**src/rtl/core/scdg_pkg.sv**
```systemverilog
// Shared constants, widths and tables for the sine/cosine disturbance generator.
package scdg_pkg;

  localparam int CORDIC_STAGES = 16;
  localparam int FRACTION_BITS = 16;

  localparam int TS_W   = 32;
  localparam int AMP_W  = 18;
  localparam int FREQ_W = 24;
  localparam int OFFS_W = 16;
  localparam int POS_W  = 19;
  localparam int VEL_W  = 30;
  localparam int CFG_W  = 24;
  localparam int IDX_W  = 2;

  // CORDIC x/y carry FRACTION_BITS fraction bits plus headroom for gain and sign
  localparam int XY_W = FRACTION_BITS + 3;
  localparam int Z_W  = 32;
  // amplitude * frequency * 2pi, scaled by 2^-8, with 2pi in Q.24
  localparam int W_W  = 37;

  localparam int POS_LIMIT = 262143;
  localparam int VEL_LIMIT = 536870911;

  localparam logic [26:0] TWO_PI_Q24 = 27'd105414357;

  localparam logic [63:0] GAIN_Q32 = 64'd2608131496;
  localparam logic [63:0] GAIN_XY  =
    (GAIN_Q32 + (64'd1 << (31 - FRACTION_BITS))) >> (32 - FRACTION_BITS);

  // atan(2^-i) in Q0.32 turns
  localparam logic [31:0] ATAN_TURNS [24] = '{
    32'd536870912, 32'd316933406, 32'd167458907, 32'd85004756, 32'd42667331,
    32'd21354465,  32'd10679838,  32'd5340245,   32'd2670163,  32'd1335087,
    32'd667544,    32'd333772,    32'd166886,    32'd83443,    32'd41722,
    32'd20861,     32'd10430,     32'd5215,      32'd2608,     32'd1304,
    32'd652,       32'd326,       32'd163,       32'd81
  };

  // two phase stages, CORDIC load, iterations, quadrant fold, multiply, round
  localparam int LATENCY = CORDIC_STAGES + 6;

  typedef enum logic [IDX_W-1:0] {
    CFG_AMPLITUDE = 2'd0,
    CFG_FREQUENCY = 2'd1,
    CFG_PHASE_OFS = 2'd2,
    CFG_UNUSED    = 2'd3
  } cfg_idx_t;

endpackage

```
**src/rtl/core/scdg_phase.sv**
```systemverilog
// Phase accumulation stages: time times frequency, plus phase offset, in Q0.32 turns.
module scdg_phase (
  input  logic                            clk,
  input  logic                            rst_n,
  input  logic                            in_valid,
  input  logic [scdg_pkg::TS_W-1:0]       time_stamp,
  input  logic [scdg_pkg::FREQ_W-1:0]     frequency_hz,
  input  logic [scdg_pkg::OFFS_W-1:0]     offset_turns,
  output logic                            out_valid,
  output logic [31:0]                     phase
);

  // only the fractional turns matter, so the product is kept modulo 2^32
  logic [31:0]       prod_low;
  logic [31:0]       prod_r;
  logic [31:0]       phase_r;
  logic              v1_r;
  logic              v2_r;

  assign prod_low = time_stamp * 32'(frequency_hz);

  always_ff @(posedge clk) begin
    if (!rst_n) begin
      v1_r <= 1'b0;
      v2_r <= 1'b0;
    end else begin
      v1_r <= in_valid;
      v2_r <= v1_r;
    end
    prod_r  <= prod_low;
    phase_r <= prod_r + {offset_turns, 16'd0};
  end

  assign out_valid = v2_r;
  assign phase     = phase_r;

endmodule

```
**config.mk**
```make
export PLATFORM = sky130hd
export DESIGN_NAME = scdg_phase
export DESIGN_NICKNAME = d
export VERILOG_FILES = /design/src/rtl/core/scdg_pkg.sv /design/src/rtl/core/scdg_phase.sv
export SDC_FILE = /design/constraint.sdc
export NUM_CORES = 1
export LEC_CHECK = 0
export BUFFER_PORTS_ARGS = -buffer_cell sky130_fd_sc_hd__buf_2
export CORE_AREA = 2 2 224 226
export DETAILED_ROUTE_END_ITERATION = 6
export DIE_AREA = 0 0 226 228
export SETUP_SLACK_MARGIN = 0.02
export SYNTH_ARGS = -nofsm -noshare
export SYNTH_HDL_FRONTEND = slang
export SYNTH_SLANG_ARGS = --single-unit
```
**constraint.sdc**
```tcl
create_clock -name clk -period 10 [get_ports clk]
set_input_delay 2 -clock clk [delete_from_list [all_inputs] [get_ports clk]]
set_output_delay 2 -clock clk [all_outputs]
set_load 0.005 [all_outputs]
```
Word level (Yosys, flattened, before mapping)
Cells that the tools add are included.
{"block": "word_totals", "inputBits": 75, "output_inout_bits": 33, "latchBits": 0, "mem_bits_rw": 0, "memories": 0, "reg_bits": 66, "mem_bits_ro": 0, "wordCells": 6}
{"block": "classes", "order_cmp": 0, "reduce_logical": 0, "eq_ne": 0, "addsub": 1, "n_mux": 0, "bitwise": 0, "mul": 1, "div_mod_pow": 0, "shift": 0}
{"cell": "$add A32 B32 Y32", "count": 1}
{"cell": "$mul A32 B24 Y32", "count": 1}

Logic depth before layout (Yosys ltp)
{"block": "logic_depth", "word_depth": 1, "depth_mapped": 25, "mapped_depth_nobuf": 23}

Least setup slack after synthesis
No wires, ideal clock.
{"block": "synth_timing", "path_type": "input-to-reg", "start": "in time_stamp[12] (netlist name)", "end": "reg prod_r[31]", "slack_ps": 2202, "arrival_ps": 7678, "required_time_ps": 9880, "cell_stages": 23, "n_path_buf": 2, "setup_time_ps": 120, "cell_sequence": "clkbuf_1 clkbuf_1 and2_1 fa_1 inv_1 fa_1 fa_1 fa_1 fa_1 inv_1 fa_1 inv_1 fa_1 inv_1 ha_1 a21oi_1 o21ai_0 nor2_1 a31oi_4 a22o_4 a221oi_2 a21oi_1 xnor2_1"}
{"block": "synth_via", "elab_chain_cells": 1}
{"element": "start: declaration", "line_no": "scdg_phase.sv:6", "text": "input logic [scdg_pkg::TS_W-1:0] time_stamp,"}
{"element": "$mul A32 B24 Y32", "line_no": "scdg_phase.sv:20", "text": "assign prod_low = time_stamp * 32'(frequency_hz);"}
{"element": "named net prod_low[31]", "line_no": "scdg_phase.sv:14", "text": "logic [31:0] prod_low;"}
{"element": "end signal: assignment", "line_no": "scdg_phase.sv:30", "text": "prod_r <= prod_low;"}
{"element": "end: declaration", "line_no": "scdg_phase.sv:15", "text": "logic [31:0] prod_r;"}
The timed path passes the listed nets, and every way through them passes these cells.
A chain may end at the register's enable or synchronous reset.

Worst setup path after layout
{"block": "layout_timing", "start": "in frequency_hz[9] (netlist name)", "end": "reg prod_r[30]"}
{"block": "layout_via", "elab_chain_cells": 1}
{"element": "start: declaration", "line_no": "scdg_phase.sv:7", "text": "input logic [scdg_pkg::FREQ_W-1:0] frequency_hz,"}
{"element": "$mul A32 B24 Y32", "line_no": "scdg_phase.sv:20"}
{"element": "named net prod_low[30]", "line_no": "scdg_phase.sv:14"}
The timed path passes the listed nets, and every way through them passes these cells.

==> results_tabular.tex <==
\begin{tabular}{lr}
\hline
Metric & Value \\
\hline
\multicolumn{2}{l}{\textbf{Synth}} \\
Sequential area share after synthesis & 7.79\% \\
Number of flops mapped to enable cells by yosys & 0 \\
Predominant post-synthesis flop cell & dfxtp\_1 \\
Average instance area after synthesis & 9.12 um2 \\
Number of synthesized register bits & 66 \\
Number of nets in the synthesized netlist & 2432 \\
Synthesized instance count & 1861 \\
Number of distinct library cells after synthesis & 55 \\
Largest area contributor in the synthesized netlist & fa\_1 \\
Total standard cell area after synthesis & 0.0170 mm2 \\
Synth warnings & 0 \\
Post-synth ARST share & 0\% \\
Top-area cell type share of the netlist area & 46.0\% \\
Most area-consuming cells after synthesis & fa\_1, and2\_1, inv\_1, ha\_1, dfxtp\_1 \\
\multicolumn{2}{l}{\textbf{Clock network}} \\
Total clock sinks & 66 \\
Number of buffers created by CTS & 9 \\
Count of H-tree levels built during CTS & 3 \\
Deepest clock path buffer count & 2 \\
Cts repair resizes & 0 \\
Number of buffers inserted to repair setup after CTS & 0 \\
Master cell of the clock root buffer & clkbuf\_16 \\
Clock tree from TritonCTS & done \\
Clock latency of the later-clocked register in the worst-skew pair & 360 ps \\
Post-CTS Hold Buffers & 0 \\
Clock Pin Slew Worst Setup and Hold Paths & 60 ps \\
\multicolumn{2}{l}{\textbf{Setup path}} \\
Largest fanout on the critical path & 23 \\
Sort of element at the start of the critical path & primary input \\
Worst path required time & 10230 ps \\
Crit path arrival time & 8150 ps \\
Start-to-end type of the worst setup path & primary input to flop \\
Critical path endpoint category & flop \\
\multicolumn{2}{l}{\textbf{Global route}} \\
Met2 Resource Use GR & 30.8\% \\
Number of global-route vias before repair & 13296 \\
Met3 Usage GRT & 1.79\% \\
Maximum number of pins on one net before global-route repair & 33 \\
Global-route track usage on met1 & 21.6\% \\
Overall Global Routing Usage & 17.4\% \\
Initial antenna violation count & 7 \\
Total gr overflow & 0 \\
Global-route wire length before repair & 69700 um \\
Most Used Layer, Global Route & met2 \\
\multicolumn{2}{l}{\textbf{Hold path}} \\
Worst min-delay path class & flop to flop \\
\multicolumn{2}{l}{\textbf{Die}} \\
Effective utilization at floorplan & 34.4\% \\
Total Die Area & 0.0515 mm2 \\
Number of I/O pins & 108 \\
Count of standard-cell rows & 82 \\
Core Footprint & 0.0493 mm2 \\
Horiz. Die Dim & 226 um \\
Die height & 228 um \\
\multicolumn{2}{l}{\textbf{Layout}} \\
Share of post-route cells with drive strength above 1 & 7.45\% \\
Count of nets after finishing & 2473 \\
Area added between synthesis and finish & 8.21\% \\
\multicolumn{2}{l}{\textbf{Route}} \\
Starting DRT DRC Count & 538 \\
Post-DRT Antenna Nets & 0 \\
DR pass1 iterations & 4 \\
Sum of routed wire length over all layers & 41700 um \\
Vias per Instance & 4.55 \\
Overall via count from detail\_route & 11754 \\
Average wire per standard cell & 16.1 um \\
Final routed DRC violation total & 0 \\
\multicolumn{2}{l}{\textbf{Timing}} \\
Number of max-slew violations in the final report & 0 \\
Worst slew margin & 57.2\% \\
Maximum clock rate & 0.126 GHz \\
Setup Viol. Count Final & 0 \\
Number of endpoints with negative hold slack in the final report & 0 \\
Setup total negative slack & 0 ps \\
Portion of the clock cycle consumed by the worst path in the final layout & 79.2\% \\
Shortest period the worst path allows & 7920 ps \\
Least-Margin Pin Slew & 642 ps \\
RSZ-0062 raised after global routing & false \\
Final clock skew & 9.39 ps \\
\multicolumn{2}{l}{\textbf{Placement}} \\
Final RePlAce weighted congestion & 0.844 \\
Count of buffers inserted at the top-level ports & 107 \\
Estimated wirelength of the detail-placed design & 34300 um \\
\multicolumn{2}{l}{\textbf{Run status}} \\
Run status & finished clean \\
\multicolumn{2}{l}{\textbf{Flow run}} \\
Number of max-cap violations & 0 \\
\hline
\end{tabular}
[registers in the layout (all words and copies together), names as in the netlist]
signal     cells
out_valid      1
phase         32
prod_r        32
v1_r           1
[cell usage after synthesis, types with 3 or more instances]
master	instances
a211oi_1	3
a21o_1	16
a21o_2	3
a21oi_1	23
and2_1	309
clkbuf_1	76
dfxtp_1	66
fa_1	390
ha_1	106
inv_1	479
nand2_1	198
nand2b_1	3
nand3_1	4
nor2_1	29
nor2b_1	4
nor3_1	6
o21a_1	6
o21ai_0	11
o21ai_1	3
o21bai_1	3
xnor2_1	65
xor2_1	16
[per-layer routing]
layer | up-vias | share of wire, %
met2 | 257 | 52
met5 | - | 0.022
li1 | 5388 | -
met1 | 6048 | 41
met3 | 59 | 3.6
met4 | 2 | 3.0
[critical path, stage by stage]
cell and delay [ps]:
buf_2 270, and2_1 260, fa_1 530, inv_1 60, fa_1 530, inv_1 50, fa_1 510, inv_1 60
fa_1 590, inv_1 70, fa_1 460, fa_1 490, inv_1 50, fa_1 470, inv_1 40, ha_1 310
a21o_1 170, a21o_1 170, a21oi_1 180, o21ai_0 200, a2111oi_4 410, nor3_1 100, nand3b_1 160
[stage by stage]
stage	util (%)	setup slack, ps	hold WS (ps)	instances	instance area, um2
2_1_floorplan	-	2200	310	1861	17000
3_3_place_gp	36.6	1760	312	2563	18100
3_5_place_dp	36.6	1680	312	2563	18100
4_1_cts	37.2	2110	326	2578	18300
5_1_grt	37.2	1790	333	2583	18400
6_report	37.2	2080	326	2583	18400
[area by class of cell]
class / count / area [um2]
diodes: 5 / 12.5
clock buffers: 10 / 239
clock inverters: 5 / 55.1
fillers: 5034 / 31000
inverters: 479 / 1800
multi-input cells: 1239 / 13600
flip-flops and latches: 66 / 1320
well taps: 672 / 841
repair buffers: 107 / 536
[path summary, 6_finish.rpt]
| check | from | endpoint | slack [ps] | depth (start not counted) |
|---|---|---|---|---|
| hold reg to reg | prod_r[6] | phase[6] | 330 | 0 |
| setup / recovery | frequency_hz[9] | prod_r[30] | 2080 | 23 |
| hold / removal | prod_r[6] | phase[6] | 330 | 0 |
| setup reg to reg | prod_r[17] | phase[31] | 7510 | 9 |
[kinds of logic after synthesis]
family | share of synthesized area, %
simple gates | 17.5
buf+inv | 12.3
fa+ha+maj | 53.8
compound gates | 4.45
xor+xnor | 4.18
flops | 7.79
[layout by cell type, fill, tap and decap left out, drive strengths merged, types with 2 or more instances in the layout]
master	netlist	routed
or3	2	2
nor3	6	6
a21o	19	19
or2	2	2
o21ai	16	16
and2b	2	2
o21a	8	8
buf	1	107
ha	106	106
diode	0	5
a22o	2	2
a31oi	4	4
o211ai	2	2
and3	2	2
dfxtp	66	66
a311oi	2	2
clkinv	0	2
a221oi	2	2
nor2	29	29
o21bai	3	3
xor2	16	16
a21oi	24	24
nand2b	3	3
o41ai	2	2
and2	309	309
nand2	198	198
clkinvlp	0	2
a21boi	2	2
fa	390	390
nor2b	4	4
clkbuf	76	10
a2111oi	2	2
a211oi	4	4
inv	479	479
xnor2	65	65
nand3	4	4
Power is left out: the tool's default activity adds up to more than one toggle a clock period on the data nets, which glitch-free logic cannot reach.
