==> config.mk <==
export PLATFORM = sky130hd
export DESIGN_NAME = scdg_cordic
export DESIGN_NICKNAME = d
export VERILOG_FILES = /design/src/rtl/core/scdg_pkg.sv /design/src/rtl/core/scdg_cordic.sv
export SDC_FILE = /design/constraint.sdc
export NUM_CORES = 2
export LEC_CHECK = 0
export BUFFER_PORTS_ARGS = -buffer_cell sky130_fd_sc_hd__buf_4
export CAP_MARGIN = 20
export CORE_MARGIN = 1
export CORE_UTILIZATION = 45
export CTS_BUF_LIST = sky130_fd_sc_hd__clkbuf_2 sky130_fd_sc_hd__clkbuf_4 sky130_fd_sc_hd__clkbuf_8
export CTS_CLUSTER_DIAMETER = 120
export DETAILED_ROUTE_END_ITERATION = 8
export PLACE_DENSITY = 0.67
export REMOVE_ABC_BUFFERS = 1
export SLEW_MARGIN = 20
export SYNTH_ARGS = -nofsm -noshare
export SYNTH_HDL_FRONTEND = slang
export SYNTH_SLANG_ARGS = --single-unit
==> constraint.sdc <==
create_clock -name clk -period 5.8 [get_ports clk]
set_input_delay 0 -clock clk [delete_from_list [all_inputs] [get_ports clk]]
set_output_delay 0 -clock clk [all_outputs]
set_load 0.02 [all_outputs]
==> src/rtl/core/scdg_pkg.sv <==
// Shared constants, widths and tables for the sine/cosine disturbance generator.
package scdg_pkg;

  localparam int CORDIC_STAGES = 16;
  localparam int FRACTION_BITS = 16;

  localparam int TS_W   = 32;
  localparam int AMP_W  = 18;
  localparam int FREQ_W = 24;
  localparam int OFFS_W = 16;
  localparam int POS_W  = 19;
  localparam int VEL_W  = 30;
  localparam int CFG_W  = 24;
  localparam int IDX_W  = 2;

  // CORDIC x/y carry FRACTION_BITS fraction bits plus headroom for gain and sign
  localparam int XY_W = FRACTION_BITS + 3;
  localparam int Z_W  = 32;
  // amplitude * frequency * 2pi, scaled by 2^-8, with 2pi in Q.24
  localparam int W_W  = 37;

  localparam int POS_LIMIT = 262143;
  localparam int VEL_LIMIT = 536870911;

  localparam logic [26:0] TWO_PI_Q24 = 27'd105414357;

  localparam logic [63:0] GAIN_Q32 = 64'd2608131496;
  localparam logic [63:0] GAIN_XY  =
    (GAIN_Q32 + (64'd1 << (31 - FRACTION_BITS))) >> (32 - FRACTION_BITS);

  // atan(2^-i) in Q0.32 turns
  localparam logic [31:0] ATAN_TURNS [24] = '{
    32'd536870912, 32'd316933406, 32'd167458907, 32'd85004756, 32'd42667331,
    32'd21354465,  32'd10679838,  32'd5340245,   32'd2670163,  32'd1335087,
    32'd667544,    32'd333772,    32'd166886,    32'd83443,    32'd41722,
    32'd20861,     32'd10430,     32'd5215,      32'd2608,     32'd1304,
    32'd652,       32'd326,       32'd163,       32'd81
  };

  // two phase stages, CORDIC load, iterations, quadrant fold, multiply, round
  localparam int LATENCY = CORDIC_STAGES + 6;

  typedef enum logic [IDX_W-1:0] {
    CFG_AMPLITUDE = 2'd0,
    CFG_FREQUENCY = 2'd1,
    CFG_PHASE_OFS = 2'd2,
    CFG_UNUSED    = 2'd3
  } cfg_idx_t;

endpackage

==> src/rtl/core/scdg_cordic.sv <==
// Unrolled rotation-mode CORDIC, one iteration per register stage, with quadrant fold.
module scdg_cordic (
  input  logic                                clk,
  input  logic                                rst_n,
  input  logic                                in_valid,
  input  logic [31:0]                         phase,
  output logic                                out_valid,
  output logic signed [scdg_pkg::XY_W-1:0]    sin_val,
  output logic signed [scdg_pkg::XY_W-1:0]    cos_val
);

  localparam int N    = scdg_pkg::CORDIC_STAGES;
  localparam int XY_W = scdg_pkg::XY_W;
  localparam int Z_W  = scdg_pkg::Z_W;

  logic signed [XY_W-1:0] x_r [N+1];
  logic signed [XY_W-1:0] y_r [N+1];
  logic signed [Z_W-1:0]  z_r [N+1];
  logic [1:0]             quad_r [N+1];
  logic                   v_r [N+1];

  logic signed [XY_W-1:0] sin_r;
  logic signed [XY_W-1:0] cos_r;
  logic                   vo_r;

  // load: residual angle is the low 30 phase bits, never negative
  always_ff @(posedge clk) begin
    if (!rst_n) begin
      v_r[0] <= 1'b0;
    end else begin
      v_r[0] <= in_valid;
    end
    x_r[0]    <= XY_W'(scdg_pkg::GAIN_XY);
    y_r[0]    <= '0;
    z_r[0]    <= $signed({2'b00, phase[29:0]});
    quad_r[0] <= phase[31:30];
  end

  for (genvar i = 0; i < N; i++) begin : g_iter
    logic signed [XY_W-1:0] dx;
    logic signed [XY_W-1:0] dy;
    logic signed [Z_W-1:0]  da;

    assign dx = y_r[i] >>> i;
    assign dy = x_r[i] >>> i;
    assign da = $signed(scdg_pkg::ATAN_TURNS[i]);

    always_ff @(posedge clk) begin
      if (!rst_n) begin
        v_r[i+1] <= 1'b0;
      end else begin
        v_r[i+1] <= v_r[i];
      end
      if (!z_r[i][Z_W-1]) begin
        x_r[i+1] <= x_r[i] - dx;
        y_r[i+1] <= y_r[i] + dy;
        z_r[i+1] <= z_r[i] - da;
      end else begin
        x_r[i+1] <= x_r[i] + dx;
        y_r[i+1] <= y_r[i] - dy;
        z_r[i+1] <= z_r[i] + da;
      end
      quad_r[i+1] <= quad_r[i];
    end
  end

  always_ff @(posedge clk) begin
    if (!rst_n) begin
      vo_r <= 1'b0;
    end else begin
      vo_r <= v_r[N];
    end
    case (quad_r[N])
      2'd0: begin
        sin_r <= y_r[N];
        cos_r <= x_r[N];
      end
      2'd1: begin
        sin_r <= x_r[N];
        cos_r <= -y_r[N];
      end
      2'd2: begin
        sin_r <= -y_r[N];
        cos_r <= -x_r[N];
      end
      default: begin
        sin_r <= -x_r[N];
        cos_r <= y_r[N];
      end
    endcase
  end

  assign out_valid = vo_r;
  assign sin_val   = sin_r;
  assign cos_val   = cos_r;

endmodule

# --- Word level (Yosys, flattened, before mapping) ---
# Memory sizes are Yosys's and may differ from the RTL's. A register that Yosys moved wholly into a read port is not among the register bits.
# Index checks and enable logic that the tools add are counted.
word_totals:
  n_memories: 5
  ramBits: 1241
  regBits: 38
  output_inout_bits: 39
op_classes:
  reduce_logical: 2
  n_addsub: 97
  eq_ne: 2
  n_mux: 101
  n_bitwise: 65
memory_table:
  columns: ["name", "words", "word_bits", "rd", "rd_clocked_by_memory_dff", "write_ports", "line_no", "text"]
  rows:
  - ["z_r", 17, 32, 16, 0, 17, "scdg_cordic.sv:18", "logic signed [Z_W-1:0] z_r [N+1];"]
  - ["x_r", 17, 19, 17, 0, 17, "scdg_cordic.sv:16", "logic signed [XY_W-1:0] x_r [N+1];"]
  - ["y_r", 17, 19, 17, 0, 17, "scdg_cordic.sv:17", "logic signed [XY_W-1:0] y_r [N+1];"]
  - ["quad_r", 17, 2, 17, 0, 17, "scdg_cordic.sv:19", "logic [1:0] quad_r [N+1];"]
  - ["v_r", 17, 1, 17, 1, 17, "scdg_cordic.sv:20", "logic v_r [N+1];"]
ops:
  columns: ["cell", "n"]
  rows:
  - ["19-bit two-way mux", 32]
  - ["32-bit two-way mux", 16]
  - ["19-bit one-hot mux with 3 select lines", 2]
  - ["1-bit OR", 65]
  - ["1-bit two-way mux", 51]
  - ["19-bit by 10-bit adder with 19-bit output", 2]
  - ["19-bit by 11-bit adder with 19-bit output", 2]
  - ["19-bit by 12-bit adder with 19-bit output", 2]
  - ["19-bit by 13-bit adder with 19-bit output", 2]
  - ["19-bit by 14-bit adder with 19-bit output", 2]
  - ["19-bit by 15-bit adder with 19-bit output", 2]
  - ["19-bit by 16-bit adder with 19-bit output", 2]
  - ["19-bit by 17-bit adder with 19-bit output", 2]
  - ["19-bit by 18-bit adder with 19-bit output", 2]
  - ["19-bit by 4-bit adder with 19-bit output", 2]
  - ["19-bit by 5-bit adder with 19-bit output", 2]
  - ["19-bit by 6-bit adder with 19-bit output", 2]
  - ["19-bit by 7-bit adder with 19-bit output", 2]
  - ["19-bit by 8-bit adder with 19-bit output", 2]
  - ["19-bit by 9-bit adder with 19-bit output", 2]
  - ["19-bit negator", 2]
  - ["19-bit by 10-bit subtractor with 19-bit output", 2]
  - ["19-bit by 11-bit subtractor with 19-bit output", 2]
  - ["19-bit by 12-bit subtractor with 19-bit output", 2]
  - ["50 further kinds", 63]

# --- Logic depth before layout (Yosys ltp) ---
# An unclocked memory read counts as a cell.
logic_depth:
  word_depth: 3
  mapped_depth: 17

# --- Worst setup path after synthesis ---
# No wires, ideal clock.
synth_path:
  kind: "reg2reg"
  startpoint: "mem z_r[2][31]"
  endpoint: "mem z_r[3][28]"
  setup_ns: 0.123
  path_slack_ns: 1.239
  synth_period_minus_slack_ns: 4.561
  stages_incl_launch_ff: 16
  t_required_ns: 5.677
  path_buffers: 3
  arrival_time_ns: 4.439
  cell_sequence: "dfxtp_1 clkbuf_1 clkbuf_1 buf_1 inv_1 ha_1 nor2b_1 o31a_1 o31a_1 o31ai_1 a21oi_1 a31oi_1 a2111oi_2 a221oi_1 o21ai_1 xor2_1"
synth_lines:
  columns: ["item", "line_no"]
  rows:
  - ["start: declaration", "scdg_cordic.sv:18"]

==> flow_summary.ini <==
[die]
design.die.area_um2 = 158000
starting_density_of_the_core = 0.455
core_um2 = 154000
dieWidth_um = 397
die_height_um = 397
top_level_ports = 74
floorplan.rows = 144

[setup_path]
critPathArrivalTime_ns = 5.31
critical_path_class = flip-flop to flip-flop
endpoint_kind = flip-flop
cp-start-kind = flip-flop
worst_reg2reg_path_startpoint = z_r[7][31]$_DFF_P_
critical_path.startpoint = z_r[7][31]$_DFF_P_
worstPathRequired_ns = 6.65
crit_path_max_fanout = 31

[global_route]
grt_pass1_wl_um = 275000
track_usage = 0.211
antenna_violations_before_repair = 3
grt_max_degree = 68
grt_pass1_vias = 55074
globalRouteOverflowTotal = 0

[synth]
synth_flop_cell = dfxtp_1
yosys.area.top_type_share = 0.314
asyncSetResetFlopFracSynth = 0
synthesis.yosys.warnings = 0
proportion_of_synthesized_chip_area_in_sequential_cells = 0.314
synth_enable_flop_cells = 0
synth.ff_latch_count = 1100
post_synth_instance_area_um2 = 70200
syn-instance-count = 7906
synth.largest_area_cell = dfxtp_1
synth_area_per_cell_um2 = 8.88
post_synth_num_cell_types = 94
netlist_top_cells_area = dfxtp_1, ha_1, xnor2_1

[clock_tree]
cts_resized = 0
cts.clk_slew.worst_paths_ns = 0.06
cts_sinks = 1100
cts.path.max_buffers = 3
worst_skew_pair.late_latency_ns = 0.95
htree_levels = 4
tritoncts_clock_tree = built
cts_root_buf = clkbuf_8
cts_buffers = 188

[min_path]
worst_hold_path_type = input pin to flip-flop
hold_path_startpoint = phase[1]

[timing]
final.setup.tns_ns = 0
setup-violations-final = 0
clock_skew_after_layout_ns = 0.0569
maxSlewHeadroom = 0.296
report.final.hold_viol_count = 0
min_period_over_period = 0.769
max_slew.worst_pin.slew_ns = 1.06
finalCriticalPeriod_ns = 4.46
achievable-frequency_mhz = 224
grt_setup_unrepaired = false
max_slew_vio_count = 0

[placed_design]
io_buffers = 73
place_hpwl_um = 134000
gpl.final_weighted_congestion = 0.924

[run_status]
violated_checks = DRC
status = finished, violations left

[routing]
detail_route.wl_per_cell_um = 16.3
finalWirelength_um = 169000
drt_first_pass_iters = 8
drt_drc_violations_left = 2
vias_per_cell = 5.44
route.antenna.remaining_nets = 0
num_vias = 56477
drt-initial-drc-count = 2854

[job]
number_of_violations_of_the_max_capacitance_limit = 0

[final_layout]
post_route_cells_drive_above_1_share = 0.0747
nNetsFinal = 9205
area_growth_pct = 11.7
## flip-flops by register name, indices dropped and copies added (netlist names)
| register | flops |
|---|---|
| z_r | 476 |
| y_r | 268 |
| x_r | 266 |
| quad_r | 34 |
| cos_val | 19 |
| sin_val | 19 |
| v_r | 17 |
| out_valid | 1 |
## per-layer routing
metal	wire, um	share of wire	GRT usage
met1	73600	0.43	0.250
met2	81900	0.48	0.375
met3	6210	0.037	0.0289
met4	7690	0.045	0.101
met5	7	0.000041	0
## critical path, stage by stage (launching register included)
cell and delay, ns:
dfxtp_1 0.59, buf_4 0.40, inv_1 0.53, ha_1 0.62, o2111ai_1 0.15, o21a_1 0.25, nor4_1 0.36, o21ai_0 0.19
nand3_1 0.11, o311ai_0 0.27, o21a_1 0.31, o41ai_1 0.38, xor2_1 0.18
## cell usage after synthesis, drive strengths merged (16+ instances only)
library cell,count
ha,966
buf,26
nor2b,131
a21boi,35
mux4,26
or2,47
nand2,393
xnor2,662
nor3,263
o21bai,97
xor2,279
mux2,34
mux2i,32
a2111oi,18
a31o,17
a21oi,771
nand3,156
o211ai,17
nand2b,97
a211o,16
dfxtp,1100
fa,39
a21o,269
o21a,95
or3,81
o31a,16
o41ai,41
a31oi,82
nor2,680
inv,396
nand4,41
nor4,37
a311oi,20
a41oi,16
o31ai,37
clkbuf,77
and3,89
and2,69
a211oi,74
o21ai,381
a221oi,16
## per-stage QoR
step | util | worst slack (ns) | instance area, um2 | hold slack [ns] | cells
6_report | 0.508 | 1.34 | 78400 | 0.215 | 10377
3_5_place_dp | 0.473 | 1.29 | 73100 | 0.105 | 9950
4_1_cts | 0.508 | 1.26 | 78400 | 0.110 | 10371
3_3_place_gp | 0.473 | 1.34 | 73100 | 0.105 | 9950
2_1_floorplan | - | 1.39 | 69800 | 0.0277 | 7803
5_1_grt | 0.508 | 1.04 | 78400 | 0.169 | 10374
## kinds of logic (layout without fill, tap and decap cells)
logic type               after synthesis  in the layout  share of synthesized area
adder cells (fa/ha/maj)             1005           1005                      0.183
AND/OR/NAND/NOR                     2141           2141                      0.147
buffers and inverters                505            926                     0.0277
flip-flops                          1100           1100                      0.314
other                                  0              6                          0
multiplexers                          92             92                     0.0184
XOR/XNOR                             942            942                      0.118
AO/OA/AOI/OAI                       2121           2121                      0.192
## layout make-up
class                           instances  area (um2)
Clock inverter                         83        1110
Fill cell                           14338       76000
Timing Repair Buffer                  172        1460
Multi-Input combinational cell       6301       46200
Antenna cell                            6        15.0
Clock buffer                          269        3470
Sequential cell                      1100       22000
Inverter                              402        1510
Tap cell                             2044        2560
## timing repair
action | in CTS | in global routing
buffers inserted | 0 | 0
hold buffers | 69 | 0
hold endpoints to repair | 50 | 0
## cells in the final DEF (no fill, tap or decap), types with 96 or more instances in the layout
| master | count |
|---|---|
| dfxtp_1 | 1098 |
| ha_1 | 966 |
| a21oi_1 | 771 |
| nor2_1 | 678 |
| xnor2_1 | 662 |
| inv_1 | 396 |
| nand2_1 | 393 |
| o21ai_0 | 370 |
| xor2_1 | 279 |
| a21o_1 | 269 |
| nor3_1 | 263 |
| clkbuf_8 | 232 |
| nand3_1 | 156 |
| nor2b_1 | 131 |
| buf_4 | 103 |
| o21bai_1 | 97 |
| nand2b_1 | 96 |
## final timing paths
kind / slack (ns) / depth (start not counted) / to
setup / recovery: 1.34 / 12 / z_r[8][30]$_DFF_P_
hold / removal: 0.21 / 3 / z_r[0][1]$_DFF_P_
hold reg to reg: 0.32 / 0 / z_r[12][1]$_DFF_P_
setup reg to reg: 1.34 / 12 / z_r[8][30]$_DFF_P_
Power is not shown: default switching activity piles up to over one toggle a cycle in this logic, so the estimate is an artifact.
